==> src/hdl/cbcp_pkg.sv <==
// Shared types and constants for the CAN bridge command parser.
// No dependencies; emitter and parser use it by scoped names.
package cbcp_pkg;

  localparam int CLIENTS       = 4;
  localparam int PAYLOAD_BYTES = 16;
  localparam int CLIENT_W      = (CLIENTS > 1) ? $clog2(CLIENTS) : 1;
  localparam int LANE_W        = $clog2(PAYLOAD_BYTES);
  localparam int MAX_RESULTS   = 20;
  localparam int CNT_W         = $clog2(MAX_RESULTS + 1);

  localparam logic [7:0] START_BYTE      = 8'hF1;
  localparam logic [7:0] CMD_TRANSMIT    = 8'h00;
  localparam logic [7:0] CMD_TIME_SYNC   = 8'h01;
  localparam logic [7:0] CMD_EXT_BUSES   = 8'h06;
  localparam logic [7:0] CMD_DEV_INFO    = 8'h07;
  localparam logic [7:0] CMD_BUS_ENABLE  = 8'h09;
  localparam logic [7:0] CMD_BUS_DISABLE = 8'h0A;
  localparam logic [7:0] CMD_NUM_BUSES   = 8'h0C;
  localparam logic [7:0] CMD_BINARY_MODE = 8'hE7;

  localparam logic [3:0] TX_PAYLOAD_LEN = 4'd14;
  localparam logic [3:0] MAX_DLC        = 4'd8;

  localparam logic [1:0] MODE_HOST  = 2'd0;
  localparam logic [1:0] MODE_FRAME = 2'd1;
  localparam logic [1:0] MODE_DISC  = 2'd2;

  localparam logic [1:0] KIND_REPLY = 2'd0;
  localparam logic [1:0] KIND_FRAME = 2'd1;
  localparam logic [1:0] KIND_TX    = 2'd2;

  localparam logic [1:0] CFG_BUILD  = 2'd0;
  localparam logic [1:0] CFG_BAUD   = 2'd1;
  localparam logic [1:0] CFG_BUSCNT = 2'd2;

  localparam logic [31:0] BUILD_RST  = 32'd333;
  localparam logic [31:0] BAUD_RST   = 32'd500000;
  localparam logic [7:0]  BUSCNT_RST = 8'd1;

  typedef enum logic [1:0] {
    PH_IDLE      = 2'd0,
    PH_GOT_START = 2'd1,
    PH_COLLECT   = 2'd2
  } phase_e;

  // per-client parser entry
  typedef struct packed {
    phase_e     phase;
    logic [7:0] cmd;
    logic [3:0] count;
  } pstate_t;

  // everything one item emits, handed to the emitter in one go
  typedef struct packed {
    logic [1:0]                  kind;
    logic [1:0]                  client;
    logic [CNT_W-1:0]            cnt;
    logic [MAX_RESULTS-1:0][7:0] bytes;
    logic [28:0]                 tx_id;
    logic                        tx_ext;
    logic [3:0]                  tx_len;
    logic [63:0]                 tx_bytes;
  } job_t;

endpackage

==> src/hdl/cbcp_item_if.sv <==
// Input channel of the command parser: valid/ready plus one item's fields.
// Standalone; no package needed.
interface cbcp_item_if;
  logic        valid;
  logic        ready;
  logic [1:0]  mode;
  logic [1:0]  client_index;
  logic [7:0]  rx_byte;
  logic [31:0] time_us;
  logic [28:0] frame_id;
  logic        frame_ext;
  logic [3:0]  frame_len;
  logic [63:0] frame_bytes;

  modport source (
    output valid, mode, client_index, rx_byte, time_us,
           frame_id, frame_ext, frame_len, frame_bytes,
    input  ready
  );
  modport sink (
    input  valid, mode, client_index, rx_byte, time_us,
           frame_id, frame_ext, frame_len, frame_bytes,
    output ready
  );
endinterface

==> src/hdl/cbcp_result_if.sv <==
// Result channel of the command parser: valid/ready plus one result beat.
// Standalone; no package needed.
interface cbcp_result_if;
  logic        valid;
  logic        ready;
  logic [1:0]  out_kind;
  logic [1:0]  out_client;
  logic [7:0]  out_byte;
  logic [28:0] tx_id;
  logic        tx_ext;
  logic [3:0]  tx_len;
  logic [63:0] tx_bytes;
  logic        last;

  modport source (
    output valid, out_kind, out_client, out_byte, tx_id, tx_ext,
           tx_len, tx_bytes, last,
    input  ready
  );
  modport sink (
    input  valid, out_kind, out_client, out_byte, tx_id, tx_ext,
           tx_len, tx_bytes, last,
    output ready
  );
endinterface

==> src/hdl/cbcp_emitter.sv <==
// Output serializer: holds one job, streams a beat per cycle when ready.
// Depends on cbcp_pkg and cbcp_result_if.
module cbcp_emitter (
  input  logic          clk_i,
  input  logic          rst_ni,
  input  cbcp_pkg::job_t job_i,
  input  logic          load_i,
  output logic          can_load_o,
  cbcp_result_if.source res_o
);

  logic           busy_q;
  cbcp_pkg::job_t job_q;
  logic           beat;
  logic           final_beat;

  assign beat       = busy_q && res_o.ready;
  assign final_beat = job_q.cnt == cbcp_pkg::CNT_W'(1);
  assign can_load_o = !busy_q || (res_o.ready && final_beat);

  always_ff @(posedge clk_i or negedge rst_ni) begin
    if (!rst_ni) begin
      busy_q <= 1'b0;
    end else if (load_i) begin
      busy_q <= 1'b1;
    end else if (beat && final_beat) begin
      busy_q <= 1'b0;
    end
  end

  always_ff @(posedge clk_i) begin
    if (load_i) begin
      job_q <= job_i;
    end else if (beat) begin
      job_q.bytes <= {8'h00, job_q.bytes[cbcp_pkg::MAX_RESULTS-1:1]};
      job_q.cnt   <= job_q.cnt - cbcp_pkg::CNT_W'(1);
    end
  end

  assign res_o.valid      = busy_q;
  assign res_o.out_kind   = job_q.kind;
  assign res_o.out_client = job_q.client;
  assign res_o.out_byte   = job_q.bytes[0];
  assign res_o.tx_id      = job_q.tx_id;
  assign res_o.tx_ext     = job_q.tx_ext;
  assign res_o.tx_len     = job_q.tx_len;
  assign res_o.tx_bytes   = job_q.tx_bytes;
  assign res_o.last       = final_beat;

endmodule

==> src/hdl/can_bridge_command_parser.sv <==
// CAN bridge command parser: per-client host command parser and bus frame encoder.
// The accepted input beat is registered in stage 1, then its job is loaded into the
// emitter, which presents the first beat. One input beat per cycle while stage 1 can
// advance; an item with N results (up to 20 for an encoded frame) busies the emitter.
// Reset: parser phase/count read as idle/zero via per-client valid bits, config
// registers return to defaults; the payload memory is not cleared.
module can_bridge_command_parser (
  input  logic        clk_i,
  input  logic        rst_ni,
  cbcp_item_if.sink   item_i,
  cbcp_result_if.source res_o,
  input  logic        cfg_we_i,
  input  logic [1:0]  cfg_idx_i,
  input  logic [31:0] cfg_data_i
);

  localparam int CW = cbcp_pkg::CLIENT_W;
  localparam int LW = cbcp_pkg::LANE_W;
  localparam int PB = cbcp_pkg::PAYLOAD_BYTES;

  // ---------------------------------------------------------------------------
  // Configuration registers
  // ---------------------------------------------------------------------------
  logic [31:0] build_q;
  logic [31:0] baud_q;
  logic [7:0]  buscnt_q;

  always_ff @(posedge clk_i or negedge rst_ni) begin
    if (!rst_ni) begin
      build_q  <= cbcp_pkg::BUILD_RST;
      baud_q   <= cbcp_pkg::BAUD_RST;
      buscnt_q <= cbcp_pkg::BUSCNT_RST;
    end else if (cfg_we_i) begin
      case (cfg_idx_i)
        cbcp_pkg::CFG_BUILD:  build_q  <= cfg_data_i;
        cbcp_pkg::CFG_BAUD:   baud_q   <= cfg_data_i;
        cbcp_pkg::CFG_BUSCNT: buscnt_q <= cfg_data_i[7:0];
        default: ;
      endcase
    end
  end

  // ---------------------------------------------------------------------------
  // Handshake and stage 1 item registers. The memories are read at the
  // accept edge, so read data lines up with the item in stage 1.
  // ---------------------------------------------------------------------------
  logic          in_acc;
  logic          s1_adv;
  logic [CW-1:0] in_cl;

  logic          s1_valid_q;
  logic [1:0]    s1_mode_q;
  logic [CW-1:0] s1_cl_q;
  logic          s1_ok_q;
  logic [7:0]    s1_byte_q;
  logic [31:0]   s1_time_q;
  logic [28:0]   s1_fid_q;
  logic          s1_fext_q;
  logic [3:0]    s1_flen_q;
  logic [63:0]   s1_fdata_q;

  assign in_acc       = item_i.valid && item_i.ready;
  assign item_i.ready = !s1_valid_q || s1_adv;
  assign in_cl        = CW'(item_i.client_index);

  always_ff @(posedge clk_i or negedge rst_ni) begin
    if (!rst_ni) begin
      s1_valid_q <= 1'b0;
    end else if (item_i.ready) begin
      s1_valid_q <= item_i.valid;
    end
  end

  always_ff @(posedge clk_i) begin
    if (in_acc) begin
      s1_mode_q  <= item_i.mode;
      s1_cl_q    <= in_cl;
      s1_ok_q    <= int'(item_i.client_index) < cbcp_pkg::CLIENTS;
      s1_byte_q  <= item_i.rx_byte;
      s1_time_q  <= item_i.time_us;
      s1_fid_q   <= item_i.frame_id;
      s1_fext_q  <= item_i.frame_ext;
      s1_flen_q  <= item_i.frame_len;
      s1_fdata_q <= item_i.frame_bytes;
    end
  end

  // ---------------------------------------------------------------------------
  // Parser state memory (phase/cmd/count per client) and payload memory
  // (one row of byte lanes per client). Both have a registered read.
  // ---------------------------------------------------------------------------
  cbcp_pkg::pstate_t                st_mem [cbcp_pkg::CLIENTS];
  logic [cbcp_pkg::CLIENTS-1:0]     st_vld_q;
  cbcp_pkg::pstate_t                st_rd_q;
  logic                             st_rd_vld_q;
  logic [PB-1:0][7:0]               pl_mem [cbcp_pkg::CLIENTS];
  logic [PB-1:0][7:0]               pl_rd_q;

  logic              st_we, st_wr;
  logic              pl_we, pl_wr;
  logic [LW-1:0]     pl_lane;
  cbcp_pkg::pstate_t st_nxt;

  assign st_wr = st_we && s1_adv;
  assign pl_wr = pl_we && s1_adv;

  always_ff @(posedge clk_i) begin
    if (st_wr) begin
      st_mem[s1_cl_q] <= st_nxt;
    end
    if (pl_wr) begin
      pl_mem[s1_cl_q][pl_lane] <= s1_byte_q;
    end
    if (in_acc) begin
      st_rd_q <= st_mem[in_cl];
      pl_rd_q <= pl_mem[in_cl];
    end
  end

  // an entry never written reads as idle, count zero
  always_ff @(posedge clk_i or negedge rst_ni) begin
    if (!rst_ni) begin
      st_vld_q    <= '0;
      st_rd_vld_q <= 1'b0;
    end else begin
      if (st_wr) begin
        st_vld_q[s1_cl_q] <= 1'b1;
      end
      if (in_acc) begin
        st_rd_vld_q <= st_vld_q[in_cl];
      end
    end
  end

  // ---------------------------------------------------------------------------
  // Forwarding: the read at an accept edge misses a write at that same edge.
  // Keep the latest write of each memory and lay it over the read data; a
  // write that was already visible is simply applied again.
  // ---------------------------------------------------------------------------
  logic              fst_vld_q;
  logic [CW-1:0]     fst_cl_q;
  cbcp_pkg::pstate_t fst_q;
  logic              fpl_vld_q;
  logic [CW-1:0]     fpl_cl_q;
  logic [LW-1:0]     fpl_lane_q;
  logic [7:0]        fpl_byte_q;

  always_ff @(posedge clk_i or negedge rst_ni) begin
    if (!rst_ni) begin
      fst_vld_q <= 1'b0;
      fpl_vld_q <= 1'b0;
    end else begin
      if (st_wr) fst_vld_q <= 1'b1;
      if (pl_wr) fpl_vld_q <= 1'b1;
    end
  end

  always_ff @(posedge clk_i) begin
    if (st_wr) begin
      fst_cl_q <= s1_cl_q;
      fst_q    <= st_nxt;
    end
    if (pl_wr) begin
      fpl_cl_q   <= s1_cl_q;
      fpl_lane_q <= pl_lane;
      fpl_byte_q <= s1_byte_q;
    end
  end

  cbcp_pkg::pstate_t  cur;
  logic [PB-1:0][7:0] pl_row;

  always_comb begin
    if (fst_vld_q && fst_cl_q == s1_cl_q) begin
      cur = fst_q;
    end else if (st_rd_vld_q) begin
      cur = st_rd_q;
    end else begin
      cur = '{phase: cbcp_pkg::PH_IDLE, cmd: 8'h00, count: 4'd0};
    end
    pl_row = pl_rd_q;
    if (fpl_vld_q && fpl_cl_q == s1_cl_q) begin
      pl_row[fpl_lane_q] = fpl_byte_q;
    end
  end

  // ---------------------------------------------------------------------------
  // Parser step: next entry for this client, payload write, command to run
  // ---------------------------------------------------------------------------
  logic       run_en;
  logic [7:0] run_cmd;
  logic       frame_en;

  always_comb begin
    st_we    = 1'b0;
    st_nxt   = cur;
    pl_we    = 1'b0;
    pl_lane  = LW'(cur.count);
    run_en   = 1'b0;
    run_cmd  = s1_byte_q;
    frame_en = 1'b0;
    if (s1_valid_q) begin
      case (s1_mode_q)
        cbcp_pkg::MODE_HOST: begin
          if (s1_ok_q) begin
            st_we = 1'b1;
            case (cur.phase)
              cbcp_pkg::PH_GOT_START: begin
                st_nxt.cmd   = s1_byte_q;
                st_nxt.count = 4'd0;
                if (s1_byte_q == cbcp_pkg::CMD_TRANSMIT) begin
                  st_nxt.phase = cbcp_pkg::PH_COLLECT;
                end else begin
                  st_nxt.phase = cbcp_pkg::PH_IDLE;
                  run_en       = 1'b1;
                end
              end
              cbcp_pkg::PH_COLLECT: begin
                pl_we        = cur.count < cbcp_pkg::TX_PAYLOAD_LEN;
                st_nxt.count = cur.count + 4'd1;
                if (st_nxt.count >= cbcp_pkg::TX_PAYLOAD_LEN) begin
                  st_nxt.phase = cbcp_pkg::PH_IDLE;
                  run_en       = 1'b1;
                  run_cmd      = cur.cmd;
                end
              end
              default: begin
                st_nxt.phase = (s1_byte_q == cbcp_pkg::START_BYTE) ?
                               cbcp_pkg::PH_GOT_START : cbcp_pkg::PH_IDLE;
              end
            endcase
          end
        end
        cbcp_pkg::MODE_DISC: begin
          if (s1_ok_q) begin
            st_we        = 1'b1;
            st_nxt.phase = cbcp_pkg::PH_IDLE;
          end
        end
        cbcp_pkg::MODE_FRAME: frame_en = 1'b1;
        default: ;
      endcase
    end
  end

  // ---------------------------------------------------------------------------
  // Job build: all beats of this item laid out for the emitter
  // ---------------------------------------------------------------------------
  cbcp_pkg::job_t job;
  logic [3:0]     flen;
  logic [31:0]    wire_id;
  logic [31:0]    tx_word;
  logic [3:0]     tx_len;

  always_comb begin
    job     = '0;
    flen    = (s1_flen_q > cbcp_pkg::MAX_DLC) ? cbcp_pkg::MAX_DLC : s1_flen_q;
    wire_id = {s1_fext_q, 2'b00, s1_fid_q};
    tx_word = {pl_row[3], pl_row[2], pl_row[1], pl_row[0]};
    tx_len  = (pl_row[4][3:0] > cbcp_pkg::MAX_DLC) ? cbcp_pkg::MAX_DLC : pl_row[4][3:0];
    if (frame_en) begin
      // F1 00, timestamp, id, length, data, zero checksum
      job.kind      = cbcp_pkg::KIND_FRAME;
      job.bytes[0]  = cbcp_pkg::START_BYTE;
      job.bytes[1]  = 8'h00;
      for (int i = 0; i < 4; i++) begin
        job.bytes[2 + i] = s1_time_q[8*i +: 8];
        job.bytes[6 + i] = wire_id[8*i +: 8];
      end
      job.bytes[10] = {4'h0, flen};
      for (int i = 0; i < 8; i++) begin
        if (i < int'(flen)) begin
          job.bytes[11 + i] = s1_fdata_q[8*i +: 8];
        end
      end
      job.cnt = cbcp_pkg::CNT_W'(12) + cbcp_pkg::CNT_W'(flen);
    end else if (run_en) begin
      job.kind     = cbcp_pkg::KIND_REPLY;
      job.client   = 2'(s1_cl_q);
      job.bytes[0] = cbcp_pkg::START_BYTE;
      job.bytes[1] = run_cmd;
      case (run_cmd)
        cbcp_pkg::CMD_BINARY_MODE,
        cbcp_pkg::CMD_BUS_ENABLE,
        cbcp_pkg::CMD_BUS_DISABLE: job.cnt = cbcp_pkg::CNT_W'(2);
        cbcp_pkg::CMD_TIME_SYNC: begin
          for (int i = 0; i < 4; i++) begin
            job.bytes[2 + i] = s1_time_q[8*i +: 8];
          end
          job.cnt = cbcp_pkg::CNT_W'(6);
        end
        cbcp_pkg::CMD_NUM_BUSES: begin
          job.bytes[2] = buscnt_q;
          job.cnt      = cbcp_pkg::CNT_W'(3);
        end
        cbcp_pkg::CMD_DEV_INFO: begin
          // build, first bus rate, zero second bus, zero single-wire byte
          for (int i = 0; i < 4; i++) begin
            job.bytes[2 + i] = build_q[8*i +: 8];
            job.bytes[6 + i] = baud_q[8*i +: 8];
          end
          job.cnt = cbcp_pkg::CNT_W'(15);
        end
        cbcp_pkg::CMD_EXT_BUSES: job.cnt = cbcp_pkg::CNT_W'(14);
        cbcp_pkg::CMD_TRANSMIT: begin
          job.kind     = cbcp_pkg::KIND_TX;
          job.client   = 2'b00;
          job.bytes[0] = 8'h00;
          job.bytes[1] = 8'h00;
          job.tx_id    = tx_word[28:0];
          job.tx_ext   = tx_word[31];
          job.tx_len   = tx_len;
          for (int i = 0; i < 8; i++) begin
            if (i < int'(tx_len)) begin
              job.tx_bytes[8*i +: 8] = pl_row[5 + i];
            end
          end
          job.cnt = cbcp_pkg::CNT_W'(1);
        end
        default: job.cnt = '0; // unknown command: silently dropped
      endcase
    end
  end

  // ---------------------------------------------------------------------------
  // Emitter hand-off: an item with no beats leaves stage 1 at once
  // ---------------------------------------------------------------------------
  logic job_empty;
  logic em_can_load;
  logic em_load;

  assign job_empty = job.cnt == '0;
  assign s1_adv    = s1_valid_q && (job_empty || em_can_load);
  assign em_load   = s1_valid_q && !job_empty && em_can_load;

  cbcp_emitter u_emit (
    .clk_i      (clk_i),
    .rst_ni     (rst_ni),
    .job_i      (job),
    .load_i     (em_load),
    .can_load_o (em_can_load),
    .res_o      (res_o)
  );

  // ---------------------------------------------------------------------------
  // Assertions
  // ---------------------------------------------------------------------------
  a_collect_bound: assert property (@(posedge clk_i) disable iff (!rst_ni)
    s1_valid_q && s1_mode_q == cbcp_pkg::MODE_HOST &&
    cur.phase == cbcp_pkg::PH_COLLECT |-> cur.count < cbcp_pkg::TX_PAYLOAD_LEN)
    else $error("collect count reached payload length without completing");

  a_job_size: assert property (@(posedge clk_i) disable iff (!rst_ni)
    em_load |-> job.cnt <= cbcp_pkg::CNT_W'(cbcp_pkg::MAX_RESULTS))
    else $error("job larger than the beat buffer");

  a_tx_single: assert property (@(posedge clk_i) disable iff (!rst_ni)
    res_o.valid && res_o.out_kind == cbcp_pkg::KIND_TX |-> res_o.last)
    else $error("transmit request not the only beat of its item");

  a_client_zero: assert property (@(posedge clk_i) disable iff (!rst_ni)
    res_o.valid && res_o.out_kind != cbcp_pkg::KIND_REPLY |-> res_o.out_client == 2'b00)
    else $error("client set on a non-reply beat");

endmodule
==> src/flat_wrapper.sv <==
// flat-port wrapper written by rule: the top's interface ports become plain ports
module can_bridge_command_parser_flat 
  (clk_i, rst_ni, cfg_we_i, cfg_idx_i, cfg_data_i, item_i_valid, item_i_mode, item_i_client_index, item_i_rx_byte, item_i_time_us, item_i_frame_id, item_i_frame_ext, item_i_frame_len, item_i_frame_bytes, item_i_ready, res_o_valid, res_o_out_kind, res_o_out_client, res_o_out_byte, res_o_tx_id, res_o_tx_ext, res_o_tx_len, res_o_tx_bytes, res_o_last, res_o_ready);
  cbcp_item_if item_i_i ();
  cbcp_result_if res_o_i ();
  input  logic clk_i;
  input  logic rst_ni;
  input  logic cfg_we_i;
  input  logic [1:0] cfg_idx_i;
  input  logic [31:0] cfg_data_i;
  input wire logic [$bits(item_i_i.valid)-1:0] item_i_valid;
  input wire logic [$bits(item_i_i.mode)-1:0] item_i_mode;
  input wire logic [$bits(item_i_i.client_index)-1:0] item_i_client_index;
  input wire logic [$bits(item_i_i.rx_byte)-1:0] item_i_rx_byte;
  input wire logic [$bits(item_i_i.time_us)-1:0] item_i_time_us;
  input wire logic [$bits(item_i_i.frame_id)-1:0] item_i_frame_id;
  input wire logic [$bits(item_i_i.frame_ext)-1:0] item_i_frame_ext;
  input wire logic [$bits(item_i_i.frame_len)-1:0] item_i_frame_len;
  input wire logic [$bits(item_i_i.frame_bytes)-1:0] item_i_frame_bytes;
  output wire logic [$bits(item_i_i.ready)-1:0] item_i_ready;
  output wire logic [$bits(res_o_i.valid)-1:0] res_o_valid;
  output wire logic [$bits(res_o_i.out_kind)-1:0] res_o_out_kind;
  output wire logic [$bits(res_o_i.out_client)-1:0] res_o_out_client;
  output wire logic [$bits(res_o_i.out_byte)-1:0] res_o_out_byte;
  output wire logic [$bits(res_o_i.tx_id)-1:0] res_o_tx_id;
  output wire logic [$bits(res_o_i.tx_ext)-1:0] res_o_tx_ext;
  output wire logic [$bits(res_o_i.tx_len)-1:0] res_o_tx_len;
  output wire logic [$bits(res_o_i.tx_bytes)-1:0] res_o_tx_bytes;
  output wire logic [$bits(res_o_i.last)-1:0] res_o_last;
  input wire logic [$bits(res_o_i.ready)-1:0] res_o_ready;
  assign item_i_i.valid = item_i_valid;
  assign item_i_i.mode = item_i_mode;
  assign item_i_i.client_index = item_i_client_index;
  assign item_i_i.rx_byte = item_i_rx_byte;
  assign item_i_i.time_us = item_i_time_us;
  assign item_i_i.frame_id = item_i_frame_id;
  assign item_i_i.frame_ext = item_i_frame_ext;
  assign item_i_i.frame_len = item_i_frame_len;
  assign item_i_i.frame_bytes = item_i_frame_bytes;
  assign item_i_ready = item_i_i.ready;
  assign res_o_valid = res_o_i.valid;
  assign res_o_out_kind = res_o_i.out_kind;
  assign res_o_out_client = res_o_i.out_client;
  assign res_o_out_byte = res_o_i.out_byte;
  assign res_o_tx_id = res_o_i.tx_id;
  assign res_o_tx_ext = res_o_i.tx_ext;
  assign res_o_tx_len = res_o_i.tx_len;
  assign res_o_tx_bytes = res_o_i.tx_bytes;
  assign res_o_last = res_o_i.last;
  assign res_o_i.ready = res_o_ready;
  can_bridge_command_parser u_core (.clk_i(clk_i), .rst_ni(rst_ni), .item_i(item_i_i), .res_o(res_o_i), .cfg_we_i(cfg_we_i), .cfg_idx_i(cfg_idx_i), .cfg_data_i(cfg_data_i));
endmodule
==> config.mk <==
export PLATFORM = sky130hd
export DESIGN_NAME = can_bridge_command_parser_flat
export DESIGN_NICKNAME = d
export VERILOG_FILES = /design/src/hdl/cbcp_pkg.sv /design/src/hdl/cbcp_item_if.sv /design/src/hdl/cbcp_result_if.sv /design/src/hdl/cbcp_emitter.sv /design/src/hdl/can_bridge_command_parser.sv /design/src/flat_wrapper.sv
export SDC_FILE = /design/constraint.sdc
export NUM_CORES = 1
export LEC_CHECK = 0
export BUFFER_PORTS_ARGS = -buffer_cell sky130_fd_sc_hd__buf_2
export CORE_MARGIN = 3
export CORE_UTILIZATION = 35
export DETAILED_ROUTE_END_ITERATION = 6
export GPL_TIMING_DRIVEN = 1
export SYNTH_ARGS = -nofsm -noshare
export SYNTH_HDL_FRONTEND = slang
export SYNTH_SLANG_ARGS = --single-unit
==> constraint.sdc <==
create_clock -name clk_i -period 11.3 [get_ports clk_i]
set_input_delay 0.565 -clock clk_i [delete_from_list [all_inputs] [get_ports clk_i]]
set_output_delay 0.565 -clock clk_i [all_outputs]
set_load 0.005 [all_outputs]
# Word level (Yosys, flattened, before mapping)
# Memory sizes are Yosys's and may differ from the RTL's. A register that Yosys moved wholly into a read port is not among the register bits.
# Index checks and enable logic that the tools add are counted.
# Widths: inputs -> output; s select.
classes:
  add_sub_neg: 3
  n_lt_le_gt_ge: 27
  eq_ne: 17
  n_mux: 74
  n_bitwise: 11
  reduce_logical: 43
ops:
  columns: ["op", "count"]
  rows:
  - ["$mux 165", 2]
  - ["$mux 8", 24]
  - ["$mux 178", 1]
  - ["$bwmux 128", 1]
  - ["$mux 128", 1]
  - ["$mux 114", 1]
  - ["$mux 104", 1]
  - ["$mux 80", 1]
  - ["$mux 72", 1]
  - ["$demux 8 s4", 2]
  - ["$pmux 24 s2", 1]
  - ["$mux 14", 3]
  - ["$lt 3x4->1 const A", 8]
  - ["$mux 32", 1]
  - ["$reduce_or 4->1", 8]
  - ["$eq 8x4->1 const B", 3]
  - ["$pmux 4 s6", 1]
  - ["$pmux 8 s3", 1]
  - ["$mux 1", 19]
  - ["$eq 8x3->1 const B", 2]
  - ["$eq 8x8->1 const B", 2]
  - ["$logic_not 8->1", 2]
  - ["$lt 1x4->1 const A", 4]
  - ["$lt 2x4->1 const A", 4]
  - ["35 further kinds", 81]
word_totals:
  register_bits: 512
  ram_bits: 568
  input_bits: 181
  word_cells: 235
  mem_count: 2
mem_list:
  columns: ["memory", "words", "width", "read_ports", "rd_ports_with_merged_regs", "wr", "line", "rtl"]
  rows:
  - ["u_core.pl_mem", 4, 128, 1, 1, 1, "can_bridge_command_parser.sv:96", "logic [PB-1:0][7:0] pl_mem [cbcp_pkg::CLIENTS];"]
  - ["u_core.st_mem", 4, 14, 1, 1, 1, "can_bridge_command_parser.sv:92", "cbcp_pkg::pstate_t st_mem [cbcp_pkg::CLIENTS];"]

# Depth between registers and ports, before layout
# Gate-level depths: netlist of the first run.
logic_depth:
  depth_word: 20
  ltp_mapped: 22
  depth_no_buf: 15

# By module
# Synthesis of the first run repeated with hierarchy kept, for this count alone.
hier_totals:
  hier_cells: 2406
  hier_area_um2: 43852.1
modules_own_cells:
  columns: ["mod", "instances", "cells_per_inst", "area_each_um2", "seq_area_each_um2"]
  rows:
  - ["can_bridge_command_parser", 1, 1827, 32616.3, 23999.3]
  - ["cbcp_emitter", 1, 579, 11235.8, 8042.7]

# Worst setup path before layout of the first run
# No wires, ideal clock.
synth_path:
  path_type: "register -> register"
  startpoint: "register u_core.s1_cl_q[1]"
  endpoint: "register u_core.u_emit.job_q[106] in the netlist's numbering (enable)"
  setup_time_ns: 0.741
  arrival_ns: 11.594
  required_time_ns: 10.559
  setup_slack_ns: -1.035
  path_stages_with_launch: 18
  n_path_buf: 5
  path_cell_list: "edfxtp_1 > buf_6 > xor2_1 > nor3_4 > clkbuf_1 > buf_1 > clkbuf_1 > a21oi_1 > inv_1 > ha_1 > nor4b_2 > and3_1 > o211a_1 > a21oi_2 > a211oi_4 > a221oi_2 > clkbuf_1 > mux2i_1"
synth_via:
  elab_chain_len: 19
  elab_cells_between_ends: 32
  cone_classes: "1 x add/sub; 1 x order compare; 10 x eq/ne; 12 x mux; 8 x reduce/logical"
synth_rtl:
  columns: ["element", "line", "rtl"]
  rows:
  - ["from (decl)", "can_bridge_command_parser.sv:53", "logic [CW-1:0] s1_cl_q;"]
  - ["from (signal assigned)", "can_bridge_command_parser.sv:77", "s1_cl_q <= in_cl;"]
  - ["$eq 2x2->1 (*)", "can_bridge_command_parser.sv:174", "if (fst_vld_q && fst_cl_q == s1_cl_q) begin"]
  - ["$logic_and 1x1->1 (*)", "can_bridge_command_parser.sv:174", null]
  - ["$mux 14 (*)", "can_bridge_command_parser.sv:174", null]
  - ["$add 4x1->4", "can_bridge_command_parser.sv:220", "st_nxt.count = cur.count + 4'd1;"]
  - ["$ge 4x4->1", "can_bridge_command_parser.sv:221", "if (st_nxt.count >= cbcp_pkg::TX_PAYLOAD_LEN) begin"]
  - ["$mux 8", "can_bridge_command_parser.sv:221", null]
  - ["$mux 8", "can_bridge_command_parser.sv:207", "case (cur.phase)"]
  - ["$mux 8", "can_bridge_command_parser.sv:203", "case (s1_mode_q)"]
  - ["[... 2 more ...]", null, null]
  - ["$reduce_or 3->1", "can_bridge_command_parser.sv:282", "case (run_cmd)"]
  - ["$pmux 4 s6", "can_bridge_command_parser.sv:282", null]
  - ["$mux 8 (*)", "can_bridge_command_parser.sv:277", "end else if (run_en) begin"]
  - ["$mux 5 (*)", "can_bridge_command_parser.sv:261", "if (frame_en) begin"]
  - ["$logic_not 5->1 (*)", "can_bridge_command_parser.sv:332", "assign job_empty = job.cnt == '0;"]
  - ["$logic_not 1->1 (*)", "can_bridge_command_parser.sv:334", "assign em_load = s1_valid_q && !job_empty && em_can_load;"]
  - ["$logic_and 1x1->1 (*) (2 in series)", "can_bridge_command_parser.sv:334", null]
  - ["$reduce_bool 2->1 (no line) (*)", null, null]
  - ["to (signal assigned)", "cbcp_emitter.sv:33", "job_q <= job_i;"]
  - ["to (decl)", "cbcp_emitter.sv:13", "cbcp_pkg::job_t job_q;"]
# Mark *: on every way between the ends. The rest lies on a longest branch, timed or not.
# A chain may end at the register's enable or synchronous reset.

# Worst setup path in the final report of the first run
layout_path:
  startpoint: "register u_core.s1_cl_q[1]"
  endpoint: "register u_core.s1_fdata_q[9] (enable)"
layout_via:
  elab_chain_len: 19
  elab_cells_between_ends: 32
  cone_classes: "1 x add/sub; 1 x order compare; 10 x eq/ne; 12 x mux; 8 x reduce/logical"
layout_rtl:
  columns: ["element", "line", "rtl"]
  rows:
  - ["$eq 2x2->1 (*)", "can_bridge_command_parser.sv:174", null]
  - ["$logic_and 1x1->1 (*)", "can_bridge_command_parser.sv:174", null]
  - ["$mux 14 (*)", "can_bridge_command_parser.sv:174", null]
  - ["$add 4x1->4", "can_bridge_command_parser.sv:220", null]
  - ["$ge 4x4->1", "can_bridge_command_parser.sv:221", null]
  - ["$mux 8", "can_bridge_command_parser.sv:221", null]
  - ["$mux 8", "can_bridge_command_parser.sv:207", null]
  - ["$mux 8", "can_bridge_command_parser.sv:203", null]
  - ["[... 4 more ...]", null, null]
  - ["$mux 8 (*)", "can_bridge_command_parser.sv:277", null]
  - ["$mux 5 (*)", "can_bridge_command_parser.sv:261", null]
  - ["$logic_not 5->1 (*)", "can_bridge_command_parser.sv:332", null]
  - ["$logic_or 1x1->1 (*)", "can_bridge_command_parser.sv:333", "assign s1_adv = s1_valid_q && (job_empty || em_can_load);"]
  - ["$logic_and 1x1->1 (*)", "can_bridge_command_parser.sv:333", null]
  - ["$logic_or 1x1->1 (*)", "can_bridge_command_parser.sv:63", "assign item_i.ready = !s1_valid_q || s1_adv;"]
  - ["$logic_and 1x1->1 (*)", "can_bridge_command_parser.sv:62", "assign in_acc = item_i.valid && item_i.ready;"]
  - ["via u_core.in_acc", "can_bridge_command_parser.sv:47", "logic in_acc;"]
  - ["to (signal assigned)", "can_bridge_command_parser.sv:84", "s1_fdata_q <= item_i.frame_bytes;"]
  - ["to (decl)", "can_bridge_command_parser.sv:60", "logic [63:0] s1_fdata_q;"]
# The timed path passes the listed nets; every way through them passes the cells marked *.

==> results of run 1 <==
-- per-layer routing --
layer  part of all wire  wire length, µm  up-vias
met4              0.026             2581        2
met2               0.50            50280      842
li1                   -                -     9757
met3              0.072             7258      182
met1               0.40            40110    11290
met5            0.00012               12        -
-- stage by stage --
step	util	area, µm²
floorplan	-	42600
global placement	0.3757	45190
detailed placement	0.3757	45190
CTS	0.4111	49450
global route	0.4111	49450
finish	0.4111	49450
-- power breakdown --
part | switching, µW | internal (µW)
Combinational | 437 | 320
Clock | 1540 | 2030
Sequential | 140 | 4740
Total | 2120 | 7090
-- cell families (layout without fill, tap and decap cells) --
| group | after synthesis | count (layout) | share of synthesized area |
|---|---|---|---|
| flops | 1072 | 1072 | 0.7466 |
| buf+inv | 248 | 629 | 0.03260 |
| compound gates | 252 | 252 | 0.04609 |
| simple gates | 391 | 391 | 0.04374 |
| fa+ha+maj | 8 | 8 | 0.002350 |
| other cells | 0 | 1 | 0 |
| mux | 370 | 370 | 0.1260 |
| xor+xnor | 13 | 13 | 0.002673 |
-- final timing paths --
check | endpoint | cells after the start | slack (ns) | start
min in group asynchronous | u_core.baud_q[9] | 2 | 0.33 | rst_ni
max reg2reg | u_core.s1_fdata_q[9] | 13 | 4.34 | u_core.s1_cl_q[1]
min reg2reg | u_core.st_vld_q[2] | 1 | 0.48 | u_core.st_vld_q[2]
max in group asynchronous | u_core.u_emit.res_o.valid | 3 | 9.81 | rst_ni
min | u_core.s1_time_q[28] | 1 | 0.05 | item_i_time_us[28]
max | u_core.s1_fdata_q[9] | 13 | 4.34 | u_core.s1_cl_q[1]
-- cell usage after synthesis, types with 6 or more instances --
cell type | instances | area share
dfstp_2 | 13 | 0.0080
nor3_1 | 14 | 0.0016
nand3b_1 | 11 | 0.0019
nand2b_1 | 10 | 0.0015
and3_1 | 16 | 0.0023
mux2i_1 | 112 | 0.026
buf_4 | 112 | 0.020
mux2_2 | 126 | 0.033
o2bb2ai_1 | 8 | 0.0016
a22oi_1 | 9 | 0.0016
clkbuf_1 | 81 | 0.0071
inv_1 | 25 | 0.0022
mux2_4 | 18 | 0.0063
nand2_1 | 60 | 0.0053
buf_2 | 6 | 0.00070
nand3_1 | 17 | 0.0020
nand4_1 | 9 | 0.0013
ha_1 | 8 | 0.0023
a31oi_1 | 7 | 0.0010
nor2_1 | 192 | 0.017
xor2_1 | 8 | 0.0016
and2_1 | 13 | 0.0019
edfxtp_1 | 991 | 0.70
a21oi_1 | 27 | 0.0032
mux4_2 | 113 | 0.060
a22o_1 | 111 | 0.023
nor4_1 | 12 | 0.0018
o21ai_0 | 29 | 0.0034
dfrtp_1 | 68 | 0.040
buf_1 | 18 | 0.0016
a21o_1 | 6 | 0.0011
-- layout by cell type (no fill, tap or decap), types with 16 or more instances in the layout --
cell	Yosys	final
edfxtp_1	991	991
buf_2	6	290
nor2_1	192	192
mux2_2	126	126
mux4_2	113	113
mux2i_1	112	111
a22o_1	111	111
clkbuf_16	0	110
dfrtp_1	68	68
dlygate4sd3_1	0	67
nand2_1	60	60
buf_4	112	41
o21ai_0	29	29
a21oi_1	27	27
clkbuf_1	81	27
inv_1	25	24
clkinv_1	1	20
mux2_4	18	18
nand3_1	17	17
clkinv_2	0	17
and3_1	16	16
-- state kept, by name, indices dropped and copies added (netlist names), 14 cells and up --
register and flops:
u_core.s1_fid_q 29, u_core.s1_fdata_q 64, u_core.u_emit.res_o.tx_id 29, u_core.pl_mem 392, u_core.baud_q 32, u_core.s1_time_q 32, u_core.st_rd_q 14, u_core.build_q 32
u_core.pl_rd_q 98, u_core.u_emit.job_q 149, u_core.fst_q 14, u_core.st_mem 56, u_core.u_emit.res_o.tx_bytes 64
-- area by class of cell --
class                           count  area, µm²
Antenna cell                        1      2.502
Clock inverter                     63      693.2
Timing Repair Buffer              399       2441
Inverter                           27      116.4
Multi-Input combinational cell   1034       9485
Clock buffer                      140       2895
Fill cell                       10590      70840
Tap cell                         1612       2017
Sequential cell                  1072      31800
-- critical path, stage by stage (launching register included) --
cell	delay [ns]
edfxtp_1	0.65
xnor2_1	0.59
nand3_1	0.50
and3_1	0.37
a21oi_1	0.20
ha_1	0.37
nor3b_1	0.46
o2111ai_2	0.26
nor2_4	0.50
mux2_2	0.43
a221oi_2	0.25
o21ai_0	0.29
inv_8	0.77
buf_4	0.91
==> results.toml, run 1 <==
[final_layout]
syn2layout_area_growth_pct = 16.09
drive_above_1_share = 0.2885
instances_no_fill = 4348
layout.nets = 2833

[placed_design]
port_buffers = 293
gp_congestion = 0.8781
dp_cells = 4077
dp.final_hpwl_mm = 63.49
dp_slack_ns = 4.414

[logic_synthesis]
yosys_most_used_dff = "edfxtp_1"
synthCells = 2354
synth_edf_count = 991
async_flop_share = 0.07556
yosysWarnings = 0
syn_area_per_cell_um2 = 18.10
synth-seq-cells = 1072
synth.cell_area_um2 = 42600
synth_nets = 2543
yosysSeqAreaShare = 0.7466
synth_cell_types = 79

[routing]
vias = 22070
routed_wl_mm = 100.2
routedWlPerCell_um = 23.06
via_per_inst = 5.076
antenna_left = 0
drt_iter0_markers = 2045
drt_pass1_iterations = 5
drc_errors = 0

[sta]
rsz0062_at_grt = "no"
setup_tns_ns = 0
fmax_mhz = 143.6
maxSlewViolCount = 0
setup_violations = 0
fin_ws_ns = 4.337
whs_ns = 0.04566
finalHoldViolations = 0
slew_headroom = 0.1469
fin_crit_sh = 0.6162
skew_ns = 0.06534
fin_crit_ns = 6.963
worst_pin_slew_ns = 1.270

[die]
die_height_um = 354.9
std_cell_rows = 127
start_util = 0.3541
io_pins = 294
dieArea_um2 = 125900
die_w_um = 354.9
design.core.area_um2 = 120300

[power_and_ir_drop]
irDropWorstVdd_mv = 0.1486
leakagePower_uw = 0.01709
p_per_area_nw_per_um2 = 186.3
power_uw = 9211

[cts]
hold_buffers = 67
cts_tree = "yes"
cts_setup_buffers = 0
cts-root-buf = "clkbuf_16"
postCtsResizedCells = 0
clkLatencyLatePin_ns = 0.72
cts.clk_slew.worst_paths_ns = 0.06
cts.sinks = 1072
numCtsBuffers = 110
clockBufferDepth = 3
htreeDepth = 3

[min_path]
hp-class = "primary input to flip-flop"

[grt]
use_met2 = 0.2676
grt_overflow_total = 0
grt_max_degree = 118
grt_antenna_before_repair = 4
grt.met3_usage = 0.03711
grt_busiest_layer = "met2"
grtUsageMet1 = 0.2018
grt_pass1_vias = 22940
globalRouteTotalUtil = 0.1576
grt_pass1_wl_mm = 149.5

[critical_path]
crit_arrival_ns = 7.24
cp-start-kind = "flip-flop"
worst-setup-path-type = "flip-flop to flip-flop"
required_ns = 11.58
setup.worst_path.end_class = "flip-flop"
path_max_fanout = 117

[job]
maxCapViolCount = 0

[run_status]
outcome = "completed"
Note: power is estimated with default switching activity, not from simulation.
==> run 2, diff against run 1 <==
- clock period: 11.3 -> 6.6 ns (I/O delays scaled with it)
==> results.toml, run 2 (synthesis results as in run 1) <==
[run_status]
outcome = "completed"

[die]
std_cell_rows = 127
start_util = 0.3541
die_height_um = 354.9
io_pins = 294
die_w_um = 354.9
design.core.area_um2 = 120300
dieArea_um2 = 125900

[power_and_ir_drop]
p_switching_uw = 3662
pwr-share-seq = 0.526
power_uw = 15890
leakagePower_uw = 0.01765
p_sw_frac = 0.2305
p_clk_frac = 0.386
power_frac_comb = 0.088
p_per_area_nw_per_um2 = 313.2
irDropWorstVdd_mv = 0.2467
p_int_uw = 12220

[final_layout]
utilization = 0.4217
layout_commonest_cell = "edfxtp_1"
top_regs = "u_core.pl_mem x392, u_core.u_emit.job_q x149, u_core.pl_rd_q x98"
largest_register_ffs = 392
layout.nets = 2955
regMostFlops = "u_core.pl_mem"
final_cell_mix = "edfxtp_1, buf_2, nor2_1"
drive_above_1_share = 0.2836
instances_no_fill = 4469
syn2layout_area_growth_pct = 19.07

[cts]
clockBufferDepth = 3
cts.sinks = 1072
cts_tree = "yes"
cts-root-buf = "clkbuf_16"
numCtsBuffers = 109
cts.clk_slew.worst_paths_ns = 0.06
clkLatencyLatePin_ns = 0.71
htreeDepth = 3
postCtsResizedCells = 0

[routing]
vias = 22800
drc_errors = 0
routedWlPerCell_um = 23.46
antenna_left = 0
via_per_inst = 5.102
drt_iter0_markers = 2117
routed_wl_mm = 104.8
drt_pass1_iterations = 5

[sta]
worst_pin_slew_ns = 1.146
maxSlewViolCount = 0
fin_crit_ns = 6.249
rsz0062_at_grt = "no"
skew_ns = 0.03922
finalHoldViolations = 0
fmax_mhz = 160.0
setup_violations = 0
slew_headroom = 0.2361
fin_crit_sh = 0.9468
fin_ws_ns = 0.3510
setup_tns_ns = 0

[placed_design]
dp_slack_ns = 0.4784
dp.final_hpwl_mm = 66.71
port_buffers = 293
gp_congestion = 0.8927
dp_cells = 4092

[job]
maxCapViolCount = 0

[grt]
grt_max_degree = 132
grt_pass1_vias = 23470
grt_antenna_before_repair = 8
grt_overflow_total = 0
grt_pass1_wl_mm = 155.5
globalRouteTotalUtil = 0.1644

[critical_path]
crit_arrival_ns = 5.92
worst-setup-path-type = "flip-flop to output pin"
required_ns = 6.27
crit_path_cell_trace = "xnor2_1, nand3_1, and3_1, a21oi_4, ha_1, nor3b_1, o2111ai_2, nor2_4, buf_4, mux2i_1, a221oi_2, nor2_2, inv_1, buf_2"
setup.worst_path.end_class = "output pin"
path_max_fanout = 23
cp-start-kind = "flip-flop"
cpMaxStageDelayCell = "a221oi_2"
cpPeakStageDelay_ns = 0.73

[min_path]
hp-class = "primary input to asynchronous set/reset pin"
-- run 2: cell types whose count changed in the layout (fill, tap and decap cells not counted), sizes merged --
cell         before  now
dlygate4sd3      67  174
bufinv            9   11
clkbuf          140  127
clkinvlp          4    5
clkinv           46   51
buf             332  348
diode             1    4
-- run 2: repair_timing --
action                                 in CTS  in global routing
hold buffers                              174                  0
endpoints found under the hold margin     248                  0
setup buffers                               0                  0
-- run 2: path summary, 6_finish.rpt --
check | endpoint | start | cells past startpoint | slack [ns]
max | item_i_ready | u_core.fst_cl_q[1] | 14 | 0.35
max in group asynchronous | u_core.baud_q[11] | rst_ni | 3 | 5.34
max reg2reg | u_core.pl_rd_q[79] | u_core.fst_cl_q[1] | 15 | 0.53
min reg2reg | u_core.st_vld_q[3] | u_core.st_vld_q[3] | 1 | 0.48
min in group clk_i | u_core.s1_cl_q[0] | item_i_client_index[0] | 1 | 0.27
min | u_core.baud_q[2] | rst_ni | 2 | 0.16
-- run 2: metrics by stage --
stage	hold WS, ns	area [µm²]
5_1_grt	0.1804	50710
3_5_place_dp	0.3307	45400
3_3_place_gp	0.3166	45400
6_report	0.1584	50720
4_1_cts	0.1164	50700
2_1_floorplan	0.03441	42720
-- run 2: area by class of cell --
class | instances | area, µm²
inverter | 27 | 112.6
sequential | 1072 | 31800
timing repair buffer | 522 | 3695
antenna | 4 | 10.01
clock buffer | 127 | 2826
clock inverter | 71 | 739.5
fill | 10520 | 69570
tap | 1612 | 2017
multi-input combinational | 1034 | 9520
-- run 2: per-layer routing --
metal,GRT usage,part of all wire,up-vias
met4,0.05408,0.029,2
met3,0.03352,0.065,178
met2,0.2751,0.49,882
met5,0,0.00012,-
met1,0.2147,0.41,11740
li1,-,-,10000
-- run 2: critical path, delay by kind of cell, from the launching register on --
family                   cells  cell delay [ns]
AND/OR/NAND/NOR              5             1.79
multiplexers                 1             0.17
adder cells (fa/ha/maj)      1             0.37
XOR/XNOR                     1             0.47
flip-flops                   1             0.48
AO/OA/AOI/OAI                3             1.15
buffers and inverters        3             0.78
-- run 2: power groups by stage --
stage	logic, µW	clock network [µW]	registers [µW]
floorplan	892	0	8410
global placement	1270	0	8480
detailed placement	1320	0	8490
CTS	1400	6270	8360
global route	1520	6550	8400
finish	1400	6140	8360
